==> config.mk <==
export PLATFORM = sky130hd
export DESIGN_NAME = button_click_classifier
export DESIGN_NICKNAME = d
export VERILOG_FILES = /design/src/rtl/bcc_pkg.sv /design/src/rtl/bcc_cell.sv /design/src/rtl/bcc_rsp_buf.sv /design/src/rtl/button_click_classifier.sv
export SDC_FILE = /design/constraint.sdc
export NUM_CORES = 1
export LEC_CHECK = 0
export BUFFER_PORTS_ARGS = -buffer_cell sky130_fd_sc_hd__buf_4
export CAP_MARGIN = 5
export CORE_ASPECT_RATIO = 1.1
export CORE_MARGIN = 2
export CORE_UTILIZATION = 24
export CTS_CLUSTER_DIAMETER = 50
export DETAILED_ROUTE_END_ITERATION = 8
export SLEW_MARGIN = 20
export SYNTH_ARGS = -nofsm -noshare
export SYNTH_HDL_FRONTEND = slang
export SYNTH_HIERARCHICAL = 1
export SYNTH_SLANG_ARGS = --single-unit
export TNS_END_PERCENT = 10
==> constraint.sdc <==
create_clock -name clock -period 8.63 [get_ports clock]
set_clock_uncertainty 0.2 [all_clocks]
set_input_delay 1.726 -clock clock [delete_from_list [all_inputs] [get_ports clock]]
set_output_delay 1.726 -clock clock [all_outputs]
set_load 0.01 [all_outputs]
==> src/rtl/bcc_pkg.sv <==
// Types and constants shared by the button click classifier modules.
package bcc_pkg;

   localparam int TICK_W  = 16;
   localparam int PHASE_W = 3;
   localparam int EVENT_W = 3;

   localparam logic [TICK_W-1:0] TICK_MAX = {TICK_W{1'b1}};

   // Button phase codes
   localparam logic [PHASE_W-1:0] PH_IDLE  = 3'd0;
   localparam logic [PHASE_W-1:0] PH_DEB1  = 3'd1;
   localparam logic [PHASE_W-1:0] PH_HELD  = 3'd2;
   localparam logic [PHASE_W-1:0] PH_REL   = 3'd3;
   localparam logic [PHASE_W-1:0] PH_DEB2  = 3'd4;
   localparam logic [PHASE_W-1:0] PH_WAITD = 3'd5;
   localparam logic [PHASE_W-1:0] PH_WAITL = 3'd6;

   // Event codes
   localparam logic [EVENT_W-1:0] EV_NONE    = 3'd0;
   localparam logic [EVENT_W-1:0] EV_SINGLE  = 3'd1;
   localparam logic [EVENT_W-1:0] EV_DOUBLE  = 3'd2;
   localparam logic [EVENT_W-1:0] EV_LONG    = 3'd3;
   localparam logic [EVENT_W-1:0] EV_LONGREL = 3'd4;

   // Command codes
   localparam logic CMD_SCAN = 1'b0;
   localparam logic CMD_READ = 1'b1;

   // Register indexes
   localparam logic REG_LONG_PRESS = 1'b0;
   localparam logic REG_CLICK_GAP  = 1'b1;

   typedef struct packed {
      logic [TICK_W-1:0] long_press_ticks;
      logic [TICK_W-1:0] click_gap_ticks;
   } bcc_cfg_type;

   typedef struct packed {
      logic scan_en;
      logic clear_en;
      logic pressed;
   } bcc_cell_ctl_type;

endpackage

==> src/rtl/bcc_cell.sv <==
// Per-button phase machine, tick counter and latched event.
module bcc_cell (
   input  logic                             clock,
   input  logic                             reset,
   input  bcc_pkg::bcc_cell_ctl_type        cell_ctl,
   input  bcc_pkg::bcc_cfg_type             cfg,
   output logic [bcc_pkg::EVENT_W-1:0]      event_code
);

   logic [bcc_pkg::PHASE_W-1:0] phase_ff, phase_in;
   logic [bcc_pkg::TICK_W-1:0]  count_ff, count_in;
   logic [bcc_pkg::EVENT_W-1:0] event_ff, event_in;
   logic [bcc_pkg::TICK_W-1:0]  count_bump;

   assign count_bump = (count_ff != bcc_pkg::TICK_MAX) ?
                       count_ff + bcc_pkg::TICK_W'(1) : count_ff;

   always_comb begin
      phase_in = phase_ff;
      count_in = count_ff;
      event_in = event_ff;
      if (cell_ctl.clear_en) begin
         event_in = bcc_pkg::EV_NONE;
      end
      if (cell_ctl.scan_en) begin
         case (phase_ff)
            bcc_pkg::PH_DEB1: begin
               if (cell_ctl.pressed) begin
                  phase_in = bcc_pkg::PH_HELD;
                  count_in = '0;
               end else begin
                  phase_in = bcc_pkg::PH_IDLE;
               end
            end
            bcc_pkg::PH_HELD: begin
               if (!cell_ctl.pressed) begin
                  phase_in = bcc_pkg::PH_REL;
                  count_in = '0;
               end else if (count_ff > cfg.long_press_ticks) begin
                  event_in = bcc_pkg::EV_LONG;
                  phase_in = bcc_pkg::PH_WAITL;
               end else begin
                  count_in = count_bump;
               end
            end
            bcc_pkg::PH_REL: begin
               if (cell_ctl.pressed) begin
                  phase_in = bcc_pkg::PH_DEB2;
               end else if (count_ff > cfg.click_gap_ticks) begin
                  event_in = bcc_pkg::EV_SINGLE;
                  phase_in = bcc_pkg::PH_IDLE;
               end else begin
                  count_in = count_bump;
               end
            end
            bcc_pkg::PH_DEB2: begin
               if (cell_ctl.pressed) begin
                  event_in = bcc_pkg::EV_DOUBLE;
                  phase_in = bcc_pkg::PH_WAITD;
               end else begin
                  phase_in = bcc_pkg::PH_REL;
               end
            end
            bcc_pkg::PH_WAITD: begin
               if (!cell_ctl.pressed) begin
                  phase_in = bcc_pkg::PH_IDLE;
               end
            end
            bcc_pkg::PH_WAITL: begin
               if (!cell_ctl.pressed) begin
                  event_in = bcc_pkg::EV_LONGREL;
                  phase_in = bcc_pkg::PH_IDLE;
               end
            end
            default: begin
               // idle, and the unused code acts as idle
               if (cell_ctl.pressed) begin
                  phase_in = bcc_pkg::PH_DEB1;
               end
            end
         endcase
      end
   end

   always_ff @(posedge clock) begin
      if (reset) begin
         phase_ff <= bcc_pkg::PH_IDLE;
         count_ff <= '0;
         event_ff <= bcc_pkg::EV_NONE;
      end else begin
         phase_ff <= phase_in;
         count_ff <= count_in;
         event_ff <= event_in;
      end
   end

   assign event_code = event_ff;

endmodule

==> src/rtl/bcc_rsp_buf.sv <==
// Two-entry result queue: output register plus skid entry.
module bcc_rsp_buf (
   input  logic                        clock,
   input  logic                        reset,
   input  logic                        push_valid,
   output logic                        push_ready,
   input  logic [bcc_pkg::EVENT_W-1:0] push_data,
   output logic                        pop_valid,
   input  logic                        pop_ready,
   output logic [bcc_pkg::EVENT_W-1:0] pop_data
);

   logic [1:0]                  count_ff, count_in;
   logic [bcc_pkg::EVENT_W-1:0] head_ff, head_in;
   logic [bcc_pkg::EVENT_W-1:0] tail_ff, tail_in;
   logic                        push, pop;

   assign push_ready = (count_ff != 2'd2);
   assign pop_valid  = (count_ff != 2'd0);
   assign pop_data   = head_ff;
   assign push       = push_valid && push_ready;
   assign pop        = pop_valid && pop_ready;

   always_comb begin
      count_in = count_ff;
      head_in  = head_ff;
      tail_in  = tail_ff;
      case ({push, pop})
         2'b10: begin
            count_in = count_ff + 2'd1;
            if (count_ff == 2'd0) begin
               head_in = push_data;
            end else begin
               tail_in = push_data;
            end
         end
         2'b01: begin
            count_in = count_ff - 2'd1;
            head_in  = tail_ff;
         end
         2'b11: begin
            // only reachable with one entry held
            head_in = push_data;
         end
         default: begin
         end
      endcase
   end

   always_ff @(posedge clock) begin
      if (reset) begin
         count_ff <= 2'd0;
      end else begin
         count_ff <= count_in;
      end
      head_ff <= head_in;
      tail_ff <= tail_in;
   end

endmodule

==> src/rtl/button_click_classifier.sv <==
// Top level of the button click classifier: csr port, button cells, result queue.
// Each result is registered in the result queue and shows on rsp_valid once the results ahead of it are taken.
// Throughput: one transaction per cycle while the result queue has room (req_ready high).
// A two-entry result queue keeps req_ready high while one result waits.
// Reset (synchronous, active high) returns every button to idle with zero ticks and
// no event, empties the queue and loads thresholds 1000 and 300.
module button_click_classifier #(
   parameter int NUM_BUTTONS = 4
) (
   input  logic        clock,
   input  logic        reset,
   // scan / read transactions
   input  logic        req_valid,
   output logic        req_ready,
   input  logic        req_command,
   input  logic [1:0]  req_button_index,
   input  logic        req_pin_level,
   // result transactions
   output logic        rsp_valid,
   input  logic        rsp_ready,
   output logic [2:0]  rsp_event_code,
   // configuration port
   input  logic        psel,
   input  logic        penable,
   input  logic        pwrite,
   input  logic [2:0]  paddr,
   input  logic [31:0] pwdata,
   output logic [31:0] prdata,
   output logic        pready
);

   bcc_pkg::bcc_cfg_type        cfg_ff, cfg_in;
   logic                        csr_write;
   logic                        req_take;
   logic [NUM_BUTTONS-1:0]      cell_hit;
   logic [bcc_pkg::EVENT_W-1:0] cell_event [NUM_BUTTONS];
   logic [bcc_pkg::EVENT_W-1:0] read_event;
   logic [bcc_pkg::EVENT_W-1:0] item_event;

   // Configuration registers: paddr[2] picks the register.
   assign pready    = 1'b1;
   assign csr_write = psel && penable && pwrite && pready;

   always_comb begin
      cfg_in = cfg_ff;
      if (csr_write) begin
         if (paddr[2] == bcc_pkg::REG_LONG_PRESS) begin
            cfg_in.long_press_ticks = pwdata[bcc_pkg::TICK_W-1:0];
         end else begin
            cfg_in.click_gap_ticks = pwdata[bcc_pkg::TICK_W-1:0];
         end
      end
   end

   always_ff @(posedge clock) begin
      if (reset) begin
         cfg_ff.long_press_ticks <= 16'd1000;
         cfg_ff.click_gap_ticks  <= 16'd300;
      end else begin
         cfg_ff <= cfg_in;
      end
   end

   assign prdata = (paddr[2] == bcc_pkg::REG_LONG_PRESS) ?
                   {16'd0, cfg_ff.long_press_ticks} : {16'd0, cfg_ff.click_gap_ticks};

   // A transaction updates the selected cell at the accept edge; an index with
   // no cell behind it touches nothing and reads as no event.
   assign req_take = req_valid && req_ready;

   for (genvar i = 0; i < NUM_BUTTONS; i++) begin : g_cell
      bcc_pkg::bcc_cell_ctl_type cell_ctl;

      assign cell_hit[i]       = (32'(req_button_index) == i);
      assign cell_ctl.scan_en  = req_take && cell_hit[i] && (req_command == bcc_pkg::CMD_SCAN);
      assign cell_ctl.clear_en = req_take && cell_hit[i] && (req_command == bcc_pkg::CMD_READ);
      assign cell_ctl.pressed  = !req_pin_level;

      bcc_cell u_cell (
         .clock      (clock),
         .reset      (reset),
         .cell_ctl   (cell_ctl),
         .cfg        (cfg_ff),
         .event_code (cell_event[i])
      );
   end

   // Select the latched event of the addressed button.
   always_comb begin
      read_event = bcc_pkg::EV_NONE;
      for (int i = 0; i < NUM_BUTTONS; i++) begin
         if (cell_hit[i]) begin
            read_event = read_event | cell_event[i];
         end
      end
   end

   // Scans always report no event; reads return the latched one.
   assign item_event = (req_command == bcc_pkg::CMD_READ) ? read_event : bcc_pkg::EV_NONE;

   // Hold results here until the consumer takes them.
   bcc_rsp_buf u_rsp_buf (
      .clock      (clock),
      .reset      (reset),
      .push_valid (req_valid),
      .push_ready (req_ready),
      .push_data  (item_event),
      .pop_valid  (rsp_valid),
      .pop_ready  (rsp_ready),
      .pop_data   (rsp_event_code)
   );

endmodule

==> results.cfg <==
[worst_setup_path]
cp.required_ns = 8.80
cp-startpoint = req_button_index[0]
worstReg2RegStart = u_rsp_buf/count_ff[0]
startpoint_type = input port
path_class = input port to flip-flop
crit_path_end_kind = flip-flop
reg2reg_slack_ns = 4.93
crit_arrival_ns = 4.72
critPathMaxFanout = 10

[synthesis]
synthDistinctLibCells = 81
syn_area_um2 = 12000
avgSynthCellArea_um2 = 7.67
syn_inst = 1560
synth_top_area_cell = dfxtp_1
ys_seq_elements = 128
async_flop_share_pct = 0
synth_area_leaders = dfxtp_1 (20%), ha_1 (14%), a21oi_1 (6.1%)
synth_edf_count = 6
yosysTopAreaCellShare_pct = 20.4
ys_warn_count = 6
ys_seq_area_share_pct = 21.9
synth_ff_type = dfxtp_1

[hold_path]
min_from = u_rsp_buf/count_ff[1]
hold_path.class = flip-flop to flip-flop

[global_routing]
grt_pass1_vias = 10900
overflow = 0
grt_pass1_wl_um = 59300
globalRouteTotalUtil_pct = 14.5
antenna_found_initial = 0
grt_max_degree = 56

[clocking]
cts.sinks = 128
post_cts_buffers = 0
cts_resized = 0
cts_hold_buffers = 0
cts_buffer_depth = 2
htreeDepth = 4
clk_pin_slew_ns = 0.06
clock-root-buffer = clkbuf_16
clk_latency_ns = 0.46
cts_tree = yes
cts_buffers = 17

[detailed_routing]
viasPerCell = 5.26
ant_nets = 0
vias = 11800
wirelength_um = 37900
post-route-drc-count = 0
avgRoutedWirePerCell_um = 17.0
drtIter0Drc = 1112
drt_pre_antenna_iters = 7

[die]
rows = 85
initial_core_util_pct = 24.4
io_pins = 84
core_um2 = 49100
die_x_um = 217
fp.dieArea_um2 = 51700
die_y_um = 238

[cells_and_area]
multiInputGateArea_um2 = 8240
diodes = 0
nFillCells = 5286
drive_gt1_share_pct = 9.93
nNetsFinal = 1748
regArea_um2 = 2620
fin_cells = 2233
syn_to_final_growth_pct = 11.1

[placement]
routabilityCongestion = 0.922
dpl.hpwl_um = 28100
port-buffer-count = 48
place_inst = 2201

[sta]
fin_setup_tns_ns = 0
timing_hold_violations_final = 0
finalCriticalPeriod_ns = 4.55
finalCritPeriodShare_pct = 52.7
fmax_mhz = 220
worst-slew-pin-transition_ns = 0.837
rsz0062_at_grt = false
maxSlewViolCount = 0
relSlewSlack_pct = 44.2
finalSetupViolCount = 0

[job]
drv_cap = 0

[power_and_ir_drop]
p_leak_uw = 0.00537
peakVddDrop_mv = 0.133
power_density_nw_per_um2 = 118

[outcome]
status = completed
placed cells by master (no fill, tap or decap), types with 8 or more instances in the layout:
| cell | n |
|---|---|
| a21oi_1 | 147 |
| a2bb2oi_1 | 9 |
| a31oi_1 | 28 |
| and2_1 | 13 |
| and3_1 | 19 |
| buf_4 | 54 |
| clkbuf_16 | 17 |
| conb_1 | 17 |
| dfxtp_1 | 122 |
| ha_1 | 134 |
| inv_1 | 168 |
| mux2_2 | 20 |
| mux2i_1 | 38 |
| nand2_1 | 128 |
| nand2b_1 | 48 |
| nand3_1 | 43 |
| nand4_1 | 36 |
| nor2_1 | 104 |
| nor2b_1 | 35 |
| nor3_1 | 45 |
| o2111ai_1 | 12 |
| o211ai_1 | 32 |
| o21a_1 | 10 |
| o21ai_0 | 71 |
| o22ai_1 | 8 |
| o311ai_0 | 9 |
| o31ai_1 | 36 |
cells by family after synthesis:
family | count (synthesis) | synth area share, %
buffers and inverters | 249 | 9.65
adder cells (fa/ha/maj) | 137 | 14.3
multiplexers | 58 | 5.06
AND/OR/NAND/NOR | 535 | 23.8
XOR/XNOR | 6 | 0.439
flip-flops | 128 | 21.9
other | 2 | 0.0628
AO/OA/AOI/OAI | 445 | 24.8
cell usage after synthesis (19+ instances only):
| library cell | count |
|---|---|
| mux2_2 | 20 |
| o21ai_0 | 71 |
| ha_1 | 134 |
| nand3_1 | 43 |
| nor2_1 | 104 |
| nand4_1 | 36 |
| nor3_1 | 45 |
| o31ai_1 | 36 |
| nor2b_1 | 35 |
| and3_1 | 19 |
| buf_4 | 29 |
| nand2b_1 | 48 |
| mux2i_1 | 38 |
| nand2_1 | 128 |
| a31oi_1 | 28 |
| a21oi_1 | 147 |
| o211ai_1 | 32 |
| dfxtp_1 | 122 |
| clkbuf_1 | 29 |
| inv_1 | 169 |
stage by stage:
stage               total power, uW  hold slack [ns]  util, %  area [um^2]  setup slack [ns]
finish                         1560            0.312     27.1        13300              4.08
global route                   1620            0.362     27.1        13300              3.93
CTS                            1580            0.314     27.1        13300              4.10
detailed placement              853            0.306     25.9        12700              3.67
global placement                848            0.299     25.9        12700              3.70
floorplan                       786            0.275        -        12000              4.31
sequential cells by signal, summed over array words and instances, names as in the netlist:
| signal | count |
|---|---|
| g_cell.u_cell/count_ff | 64 |
| u_rsp_buf/count_ff | 2 |
| g_cell.u_cell/phase_ff | 12 |
| u_rsp_buf/pop_data | 3 |
| g_cell.u_cell/event_code | 12 |
| u_rsp_buf/tail_ff | 3 |
| cfg_ff | 32 |
metal layers:
metal  part of all wire [%]  GRT usage, %  vias up
met5                      0             0        -
met1                     43          18.1     5614
li1                       -             -     5666
met2                     47          24.1      402
met3                    5.9          2.57       74
met4                    4.1          7.04        0
worst max-delay path, stage by stage:
cell and delay, ns:
buf_4 0.18, nand3_1 0.29, nor2_1 0.64, nor3b_2 0.61
nor2b_1 0.66, nand4b_2 0.32, o31ai_1 0.28
power by group:
part | total, uW | switching (uW) | internal, uW
sequential | 642 | 24.6 | 617
combinational | 199 | 120 | 79.0
clock | 721 | 312 | 409
total | 1560 | 457 | 1100
worst paths after layout:
path,to,cells past startpoint
worst max register to register,g_cell[3].u_cell/count_ff[11],7
worst max-delay path,g_cell[3].u_cell/count_ff[11],7
worst min-delay path,u_rsp_buf/count_ff[1],2
worst min register to register,u_rsp_buf/count_ff[1],2
final cells by class:
| cell class | instances | share of cell area (%) |
|---|---|---|
| Inverter | 169 | 4.77 |
| Clock inverter | 13 | 0.951 |
| Timing Repair Buffer | 54 | 3.05 |
| Clock buffer | 19 | 3.33 |
| Multi-Input combinational cell | 1198 | 62.0 |
| Tap cell | 652 | 6.14 |
| Sequential cell | 128 | 19.7 |
(Power assumes the default switching activity.)
